$ cat src/sv/bpa_pkg.sv
// bpa_pkg: shared constants, codes and interface types of the bitmap page allocator
// no dependencies; imported by every module of the block but bpa_ram

package bpa_pkg;

  // map geometry
  localparam int MAX_PAGES  = 65536;
  localparam int PAGE_SHIFT = 12;
  localparam int MAP_WORDS  = (MAX_PAGES + 31) / 32;
  localparam int WIDX_W     = (MAP_WORDS > 1) ? $clog2(MAP_WORDS) : 1;
  localparam int PG_W       = $clog2(MAX_PAGES + 1);

  // widths of the counter result fields and of the address arithmetic
  localparam int CNT_W  = 17;
  localparam int CALC_W = 34;

  localparam logic [CALC_W-1:0] PG_MASK_X   = CALC_W'((64'd1 << PAGE_SHIFT) - 64'd1);
  localparam logic [CALC_W-1:0] ADDR_LIM_PG = CALC_W'(64'd1 << (32 - PAGE_SHIFT));
  localparam logic [CALC_W-1:0] MAX_PG_X    = CALC_W'(MAX_PAGES);

  // operation codes
  typedef enum logic [1:0] {
    OP_ALLOC      = 2'd0,
    OP_FREE       = 2'd1,
    OP_FREE_RANGE = 2'd2,
    OP_RESERVE    = 2'd3
  } op_t;

  // result status codes
  typedef enum logic [2:0] {
    ST_DONE     = 3'd0,
    ST_NOFREE   = 3'd1,
    ST_MISALIGN = 3'd2,
    ST_RANGE    = 3'd3,
    ST_DOUBLE   = 3'd4,
    ST_EMPTY    = 3'd5
  } st_t;

  // controller states
  typedef enum logic [2:0] {
    S_CLEAR,
    S_IDLE,
    S_SETUP,
    S_READ,
    S_MODIFY,
    S_REPLY
  } state_t;

  // controller to datapath commands
  typedef struct packed {
    logic capture;
    logic setup;
    logic clear_wr;
    logic word_mod;
  } ctl_cmd_t;

  // datapath to controller status
  typedef struct packed {
    logic clear_last;
    logic no_walk;
    logic walk_last;
  } dp_stat_t;

endpackage

$ cat src/sv/bpa_ctrl.sv
// bpa_ctrl: sequencer of the page allocator (clearing pass, setup, word walk, reply)
// depends on bpa_pkg

module bpa_ctrl import bpa_pkg::*; (
  input  logic     clk,
  input  logic     rst,
  input  logic     start,
  input  dp_stat_t stat,
  output ctl_cmd_t cmd,
  output logic     busy,
  output logic     done
);

  state_t state, state_next;

  // state register
  always_ff @(posedge clk) begin
    if (rst) begin
      state <= S_CLEAR;
    end else begin
      state <= state_next;
    end
  end

  // next state
  always_comb begin
    state_next = state;
    case (state)
      S_CLEAR: begin
        if (stat.clear_last) state_next = S_IDLE;
      end
      S_IDLE: begin
        if (start) state_next = S_SETUP;
      end
      S_SETUP: begin
        state_next = stat.no_walk ? S_REPLY : S_READ;
      end
      S_READ: begin
        state_next = S_MODIFY;
      end
      S_MODIFY: begin
        state_next = stat.walk_last ? S_REPLY : S_READ;
      end
      S_REPLY: begin
        state_next = S_IDLE;
      end
      default: begin
        state_next = S_CLEAR;
      end
    endcase
  end

  // outputs
  always_comb begin
    cmd  = '0;
    busy = 1'b1;
    done = 1'b0;
    case (state)
      S_CLEAR:  cmd.clear_wr = 1'b1;
      S_IDLE: begin
        busy        = 1'b0;
        cmd.capture = start;
      end
      S_SETUP:  cmd.setup = 1'b1;
      S_READ:   cmd = '0;
      S_MODIFY: cmd.word_mod = 1'b1;
      S_REPLY:  done = 1'b1;
      default:  cmd = '0;
    endcase
  end

endmodule

$ cat config.mk
export PLATFORM = sky130hd
export DESIGN_NAME = bpa_ctrl
export DESIGN_NICKNAME = d
export VERILOG_FILES = /design/src/sv/bpa_pkg.sv /design/src/sv/bpa_ctrl.sv
export SDC_FILE = /design/constraint.sdc
export NUM_CORES = 1
export LEC_CHECK = 0
export BUFFER_PORTS_ARGS = -buffer_cell sky130_fd_sc_hd__buf_2
export CAP_MARGIN = 25
export CORE_AREA = 2 2 39 41
export CTS_CLUSTER_SIZE = 14
export DETAILED_ROUTE_END_ITERATION = 12
export DIE_AREA = 0 0 41 43
export SYNTH_ARGS = -nofsm -noshare
export SYNTH_HDL_FRONTEND = slang
export SYNTH_SLANG_ARGS = --single-unit
$ cat constraint.sdc
create_clock -name clk -period 1.2 [get_ports clk]
set_input_delay 0.12 -clock clk [delete_from_list [all_inputs] [get_ports clk]]
set_output_delay 0.12 -clock clk [all_outputs]
set_load 0.005 [all_outputs]
==> reports/qor.txt, run 1 <==
Max-slew violations: 0
1st-pass router iterations: 4
Crit end category: output port
I/O pin total: 12
Final HPWL DP: 476 microns
CP cell instances: buf_4 -> nor3b_4 -> buf_2
Yosys top cell area share: 27.3%
Gr usage total: 9.42%
Startpoint Class: flip-flop
CTS HTree Levels: 1
Synth Area per Inst: 7.86 sq um
Antenna Nets Post-Route: 0
Mapped Area: 220 sq um
Clock buffer count from CTS: 3
Biggest regs: state x3
Synth top area cells: dfxtp_1, a21oi_1, o21bai_1, nand2b_1, buf_6
Cell variety after synth: 20
FMAX: 0.839 GHz
Worst-path clk slew: 0.04 ns
PwrDens: 1030 nW/um^2
Cell leakage power: 0.000185 uW
Clk_lat worst skew: 0.24 ns
Die height: 43 microns
Post-synthesis sequential area ratio: 27.3%
Fin Hold WS: 0.0433 ns
RePlAce Congestion: 0.747
Critical path buffer and inverter count: 2
DIE AREA: 1760 sq um
FFs w/ async S/R, synth: 0%
Synthesis-stage register bit count: 3
Largest net degree at the start of global routing: 8
Rel. slew slack: 84.8%
Final period util: 99.4%
EDFF count, synth: 0
Area added between synthesis and finish: 79.0%
Power Total: 407 uW
Synth Instances: 28
CP arrival: 1.07 ns
Root buf cell: clkbuf_4
Largest delay share family, worst path: flip-flops
Clk_skew: 0.00167 ns
Synth area leader: dfxtp_1
Largest Register: state
Crit path largest cell delay: 0.35 ns
Max_cap viols: 0
FP Rows: 14
Port bufs: 11
Max FFs per register: 3
Core ar.: 1380 sq um
Vias after detailed routing: 275
Global-route wire length before repair: 1080 microns
RSZ-0062 raised after global routing: true
Worst-path fanout max: 4
Yosys Warn Count: 0
TritonCTS clock tree: done
Post-Place Setup Slack: 0.0259 ns
Minimum clock period: 1.19 ns
Status: complete, no violations
Cts hold-fix bufs: 0
WS Path Type: reg2out
Fin. Hold Viols: 0
Grt ovf: 0
WL/cell: 10.9 microns
Syn Nets: 34
Clk sinks: 3
Initial antenna violation count: 0
Routed WL: 687 microns
CP required: 1.08 ns
CTS max path bufs: 2
Initial core utilization: 15.9%
Vias in the first global route: 254
Die extent in x: 41 microns
Worst Tran Pin Value: 0.227 ns
Slowest-stage cell, CP: dfxtp_4
Commonest cells post-synth: a21oi_1, dfxtp_1
Fraction of layout cells with a size suffix above 1: 59.6%
Vias per cell: 4.37
Antenna fix cells: 0
Post-route DRC violation count: 0
Nets@finish: 54
Max VDD drop: 227 uV
Hold WC Path Type: in2reg
Final setup fails: 0
Iteration-0 DRC Markers: 5
Post-synth top flop: dfxtp_1
Worst Slack Setup Final: 0.00778 ns
==> worst register-to-register path, cell delays in order, from the launching register on <==
cell,delay (ns)
dfxtp_4,0.35
buf_4,0.12
or4b_1,0.42
a31oi_1,0.16
==> stage by stage <==
stage                     cell area, sq um  setup TNS, ns  instances  utilization (%)
after CTS                              373              0         63             26.9
after global routing                   394         -0.107         63             28.5
final                                  394              0         63             28.5
after detailed placement               313              0         57             22.6
after global placement                 313              0         57             22.6
after floorplan                        220              0         28                -
==> cell families (layout without fill, tap and decap cells) <==
family / after synthesis / in the layout / share of synthesized area, %
buffers and inverters: 3 / 22 / 9.09
multiplexers: 1 / 1 / 5.11
AO/OA/AOI/OAI: 8 / 8 / 23.3
AND/OR/NAND/NOR: 13 / 13 / 35.2
flip-flops: 3 / 3 / 27.3
==> layer usage <==
layer,routed length (microns),GRT usage [%],share of wire [%],up-vias
met4,13,6.00,1.9,0
met1,265,10.2,39,123
met3,46,4.71,6.7,2
met5,0,0,0,-
met2,361,13.8,53,10
li1,-,-,-,140
==> power breakdown <==
| group | internal (uW) | switching, uW |
|---|---|---|
| clock | 125 | 64.1 |
| combinational | 59.0 | 46.3 |
| sequential | 105 | 7.13 |
| total | 290 | 118 |
==> area by class of cell <==
type,instances,area [sq um]
timing repair buffer,18,115
tap,16,20.0
sequential,3,68.8
fill,163,990
clock buffer,4,26.3
multi-input combinational,22,164
==> cell usage in the layout (no fill, tap or decap) <==
master and n:
o21bai_1 2, mux2_2 1, nor3_1 1, dfxtp_4 2, nor2b_1 1, nor2_4 1, dfxtp_2 1, nor3b_4 1
a21oi_1 3, o31ai_2 1, buf_2 11, buf_4 5, or4b_1 1, or3_1 1, and3_1 1, a31oi_1 1
nor2_1 1, buf_6 2, clkbuf_4 3, a21o_1 1, clkbuf_1 1, and3b_1 1, nand2_1 2, nand2b_1 2
==> worst paths after layout <==
kind / startpoint / end / slack (ns) / cells after the start
setup / recovery: state[1] / cmd[0] / 0.008 / 3
hold / removal: rst / state[0] / 0.04 / 2
setup reg to reg: state[2] / state[1] / 0.07 / 3
hold reg to reg: state[0] / state[1] / 0.56 / 2
==> repair_timing <==
item / 4_1_cts / 5_1_grt
setup endpoints to repair: 4 / 8
pin swaps: 3 / 0
cloned: 0 / 0
gates resized for setup: 7 / 5
setup buffers: 2 / 0
No activity file was read; power rests on OpenSTA's default activity.
==> inputs of run 2 (changes only) <==
--- a/config.mk
+++ b/config.mk
@@ -6,7 +6,6 @@
 export NUM_CORES = 1
 export LEC_CHECK = 0
 export BUFFER_PORTS_ARGS = -buffer_cell sky130_fd_sc_hd__buf_2
-export CAP_MARGIN = 25
 export CORE_AREA = 2 2 39 41
 export CTS_CLUSTER_SIZE = 14
 export DETAILED_ROUTE_END_ITERATION = 12
==> constraint.sdc (replaced) <==
create_clock -name clk -period 1.5 [get_ports clk]
set_input_delay 0.15 -clock clk [delete_from_list [all_inputs] [get_ports clk]]
set_output_delay 0.15 -clock clk [all_outputs]
set_load 0.005 [all_outputs]
==> run 2 against run 1 <==
  * Core utilization decreased by 6.7 points
  * Wire length fell by 16%
  * Sequential power shrank 12%
  * Highest routed layer is now met3
==> reports/qor.txt, run 2 (synthesis gave the netlist of run 1 again) <==
Max_cap viols: 0
I/O pin total: 12
Clock buffer count from CTS: 3
Initial core utilization: 15.9%
Antenna fix cells: 0
WL/cell: 10.3 microns
Max FFs per register: 3
Clock Power Share: 49.3%
Clk_lat worst skew: 0.24 ns
Vias in the first global route: 231
Vias per cell: 4.27
Iteration-0 DRC Markers: 4
Largest net degree at the start of global routing: 13
Sw frac: 27.1%
Post-Place Setup Slack: 0.177 ns
FILL cells: 163
FP Rows: 14
Flop pwr share: 33.6%
Fin util: 21.8%
Commonest non-fill, non-tap cell in the layout: buf_2
Setup Fix Bufs, Post-CTS: 0
Global-route wire length before repair: 883 microns
Rel. slew slack: 77.2%
Status: complete, no violations
Cell leakage power: 0.000141 uW
Minimum clock period: 1.33 ns
Worst-path clk slew: 0.04 ns
Nets@finish: 47
Startpoint Class: flip-flop
Combinational power share: 17.2%
WS Path Type: reg2out
Net switching power: 79.8 uW
Final setup fails: 0
Grt ovf: 0
Root buf cell: clkbuf_4
Port bufs: 11
Post-CTS sizing: 0
Crit end category: output port
Core ar.: 1380 sq um
Slowest-stage cell, CP: dfxtp_1
Clk sinks: 3
Largest delay share family, worst path: flip-flops
Max VDD drop: 167 uV
Area added between synthesis and finish: 36.9%
CTS HTree Levels: 1
Crit path largest cell delay: 0.46 ns
1st-pass router iterations: 2
Power Total: 294 uW
FMAX: 0.749 GHz
DIE AREA: 1760 sq um
Gr usage total: 7.82%
RePlAce Congestion: 0.748
RSZ-0062 raised after global routing: false
Die height: 43 microns
CP arrival: 1.18 ns
Worst Tran Pin Value: 0.341 ns
Initial antenna violation count: 0
Cts hold-fix bufs: 0
Clk_skew: 0.000999 ns
CTS max path bufs: 2
Biggest regs: state x3
TritonCTS clock tree: done
Final period util: 89.0%
Hold WC Path Type: in2reg
Worst-path fanout max: 9
Fin. Hold Viols: 0
CP cell instances: nor3b_1 -> buf_2
CP required: 1.35 ns
Worst Slack Setup Final: 0.165 ns
Most frequent cells in the layout: buf_2, a21oi_1, clkbuf_4, dfxtp_1
Antenna Nets Post-Route: 0
Routed WL: 578 microns
Cell-internal power: 215 uW
Post-route DRC violation count: 0
Die extent in x: 41 microns
Setup_tns: 0 ns
Max-slew violations: 0
PwrDens: 976 nW/um^2
Vias after detailed routing: 239
Largest Register: state
Fraction of layout cells with a size suffix above 1: 37.5%
Critical path buffer and inverter count: 1
[run 2: changes by cell type in the layout (fill, tap and decap cells not counted), sizes merged]
cell | previous run | this run
buf | 18 | 11
[run 2: worst paths after layout]
| check | slack, ns | end | start | cells past startpoint |
|---|---|---|---|---|
| hold / removal | 0.1 | state[0] | rst | 2 |
| setup reg to reg | 0.17 | state[1] | state[0] | 3 |
| setup / recovery | 0.17 | cmd[0] | state[2] | 2 |
| hold reg to reg | 0.66 | state[0] | state[2] | 2 |
[run 2: final cells by class]
type	count	area (sq um)	area share, %
Sequential cell	3	60.1	19.9
Tap cell	16	20.0	6.64
Multi-Input combinational cell	22	140	46.5
Timing Repair Buffer	11	55.1	18.3
Clock buffer	4	26.3	8.71
[run 2: per-layer routing]
metal,global-route usage [%],vias up,routed length [microns]
li1,-,123,-
met1,8.95,110,248
met2,10.6,6,297
met3,2.09,0,32
met4,8.00,0,0
met5,0,-,0
[run 2: stage by stage]
step,area [sq um],std cells,hold WS (ns)
6_report,302,56,0.0977
5_1_grt,302,56,0.103
4_1_cts,302,56,0.0934
3_5_place_dp,275,52,0.344
3_3_place_gp,275,52,0.328
2_1_floorplan,220,28,0.219
[run 2: power groups by stage]
stage / Sequential, uW / Combinational (uW) / Clock (uW)
floorplan: 89.0 / 41.9 / 0
global placement: 98.9 / 50.5 / 0
detailed placement: 99.5 / 51.0 / 0
CTS: 98.3 / 51.3 / 150
global route: 101 / 56.7 / 160
finish: 98.8 / 50.5 / 145
==> inputs of run 3 (changes only) <==
==> constraint.sdc (replaced) <==
create_clock -name clk -period 1.45 [get_ports clk]
set_input_delay 0.145 -clock clk [delete_from_list [all_inputs] [get_ports clk]]
set_output_delay 0.145 -clock clk [all_outputs]
set_load 0.005 [all_outputs]
==> run 3 against run 2 <==
  * Total power rose by 2.1%
  * Non-clock buffer count rose by 1
  * Sequential cell count did not move
  * Critical path depth rose by 1
  * Largest power group unchanged
  * Combinational power rose by 16%
  * Clock skew fell by 0.00053 ns
  * Clock-buffer cell count did not move
  * Worst setup slack improved by 0.032 ns
  * Cell count rose by 1.8%
  * Cell area rose by 2.5%
  * Hold slack got worse by 0.0074 ns
==> reports/qor.txt, run 3 (synthesis gave the netlist of run 1 again) <==
Clk_skew: 0.000467 ns
Clk sinks: 3
CTS HTree Levels: 1
Crit end category: flip-flop
1st-pass router iterations: 2
Rel. slew slack: 81.1%
Largest Register: state
Final setup fails: 0
Antenna fix cells: 0
Post-route DRC violation count: 0
RSZ-0062 raised after global routing: false
Area added between synthesis and finish: 40.3%
Minimum clock period: 1.25 ns
Hold WC Path Type: in2reg
WS Path Type: reg2reg
Max FFs per register: 3
Setup_tns: 0 ns
Fin util: 22.3%
Worst-path fanout max: 8
Port bufs: 11
Clock buffer count from CTS: 3
Most frequent cells in the layout: buf_2, a21oi_1, clkbuf_4, dfxtp_1
Final HPWL DP: 397 microns
Max VDD drop: 214 uV
TritonCTS clock tree: done
Status: complete, no violations
DIE AREA: 1760 sq um
Startpoint Class: flip-flop
Initial antenna violation count: 0
Vias in the first global route: 207
Root buf cell: clkbuf_4
Fin. Hold Viols: 0
Global-route wire length before repair: 738 microns
I/O pin total: 12
Initial core utilization: 15.9%
RePlAce Congestion: 0.763
Worst-path clk slew: 0.04 ns
Largest net degree at the start of global routing: 11
Vias after detailed routing: 235
Routed WL: 498 microns
CP arrival: 1.35 ns
FP Rows: 14
CTS max path bufs: 2
Nets@finish: 48
Grt ovf: 0
Antenna Nets Post-Route: 0
Cts hold-fix bufs: 0
Max_cap viols: 0
Die extent in x: 41 microns
Die height: 43 microns
Max-slew violations: 0
Setup Fix Bufs, Post-CTS: 0
Commonest non-fill, non-tap cell in the layout: buf_2
Gr usage total: 6.12%
FMAX: 0.798 GHz
Fraction of layout cells with a size suffix above 1: 39.0%
WL/cell: 8.74 microns
Cell leakage power: 0.000146 uW
PwrDens: 973 nW/um^2
Clk_lat worst skew: 0.23 ns
Worst Tran Pin Value: 0.281 ns
Biggest regs: state x3
Iteration-0 DRC Markers: 2
CP required: 1.55 ns
Vias per cell: 4.12
Core ar.: 1380 sq um
Final period util: 86.4%
Post-CTS sizing: 0
==> run 3: changes by cell type in the layout (fill, tap and decap cells not counted) <==
| cell | before | now |
|---|---|---|
| buf_4 | 0 | 1 |
==> run 3: worst max-delay path, stage by stage, from the launching register on <==
cell	delay, ns
dfxtp_1	0.43
mux2_2	0.37
o31ai_1	0.26
a21oi_1	0.07
==> run 3: through the flow <==
step | hold slack [ns] | power [uW] | cell area [sq um] | cells | setup WS (ns)
global route | 0.104 | 322 | 309 | 57 | 0.0917
global placement | 0.326 | 159 | 283 | 53 | 0.234
CTS | 0.0886 | 305 | 309 | 57 | 0.191
floorplan | 0.214 | 135 | 220 | 28 | 0.336
finish | 0.0904 | 301 | 309 | 57 | 0.197
detailed placement | 0.327 | 159 | 283 | 53 | 0.191
==> run 3: worst paths after layout <==
kind	startpoint	end	slack, ns	cells past startpoint
min	rst	state[0]	0.09	2
min reg2reg	state[0]	state[2]	0.63	2
max reg2reg	state[0]	state[2]	0.20	3
max	state[0]	state[2]	0.20	3
==> run 3: layer usage <==
layer,vias up,track usage [%],wire [microns]
met5,-,0,0
met4,0,4.00,0
met3,0,1.57,30
met2,6,8.75,248
met1,104,7.69,219
li1,125,-,-
==> run 3: layout make-up <==
| type | instances | area, sq um |
|---|---|---|
| flip-flops and latches | 3 | 60.1 |
| multi-input cells | 22 | 140 |
| clock buffers | 4 | 26.3 |
| repair buffers | 12 | 62.6 |
| fillers | 152 | 1070 |
| well taps | 16 | 20.0 |
==> run 3: power breakdown <==
| group | leakage, uW | switching, uW | internal, uW |
|---|---|---|---|
| Sequential | 0.0000245 | 10.5 | 88.5 |
| Combinational | 0.000106 | 24.6 | 33.8 |
| Clock | 0.0000150 | 40.3 | 103 |
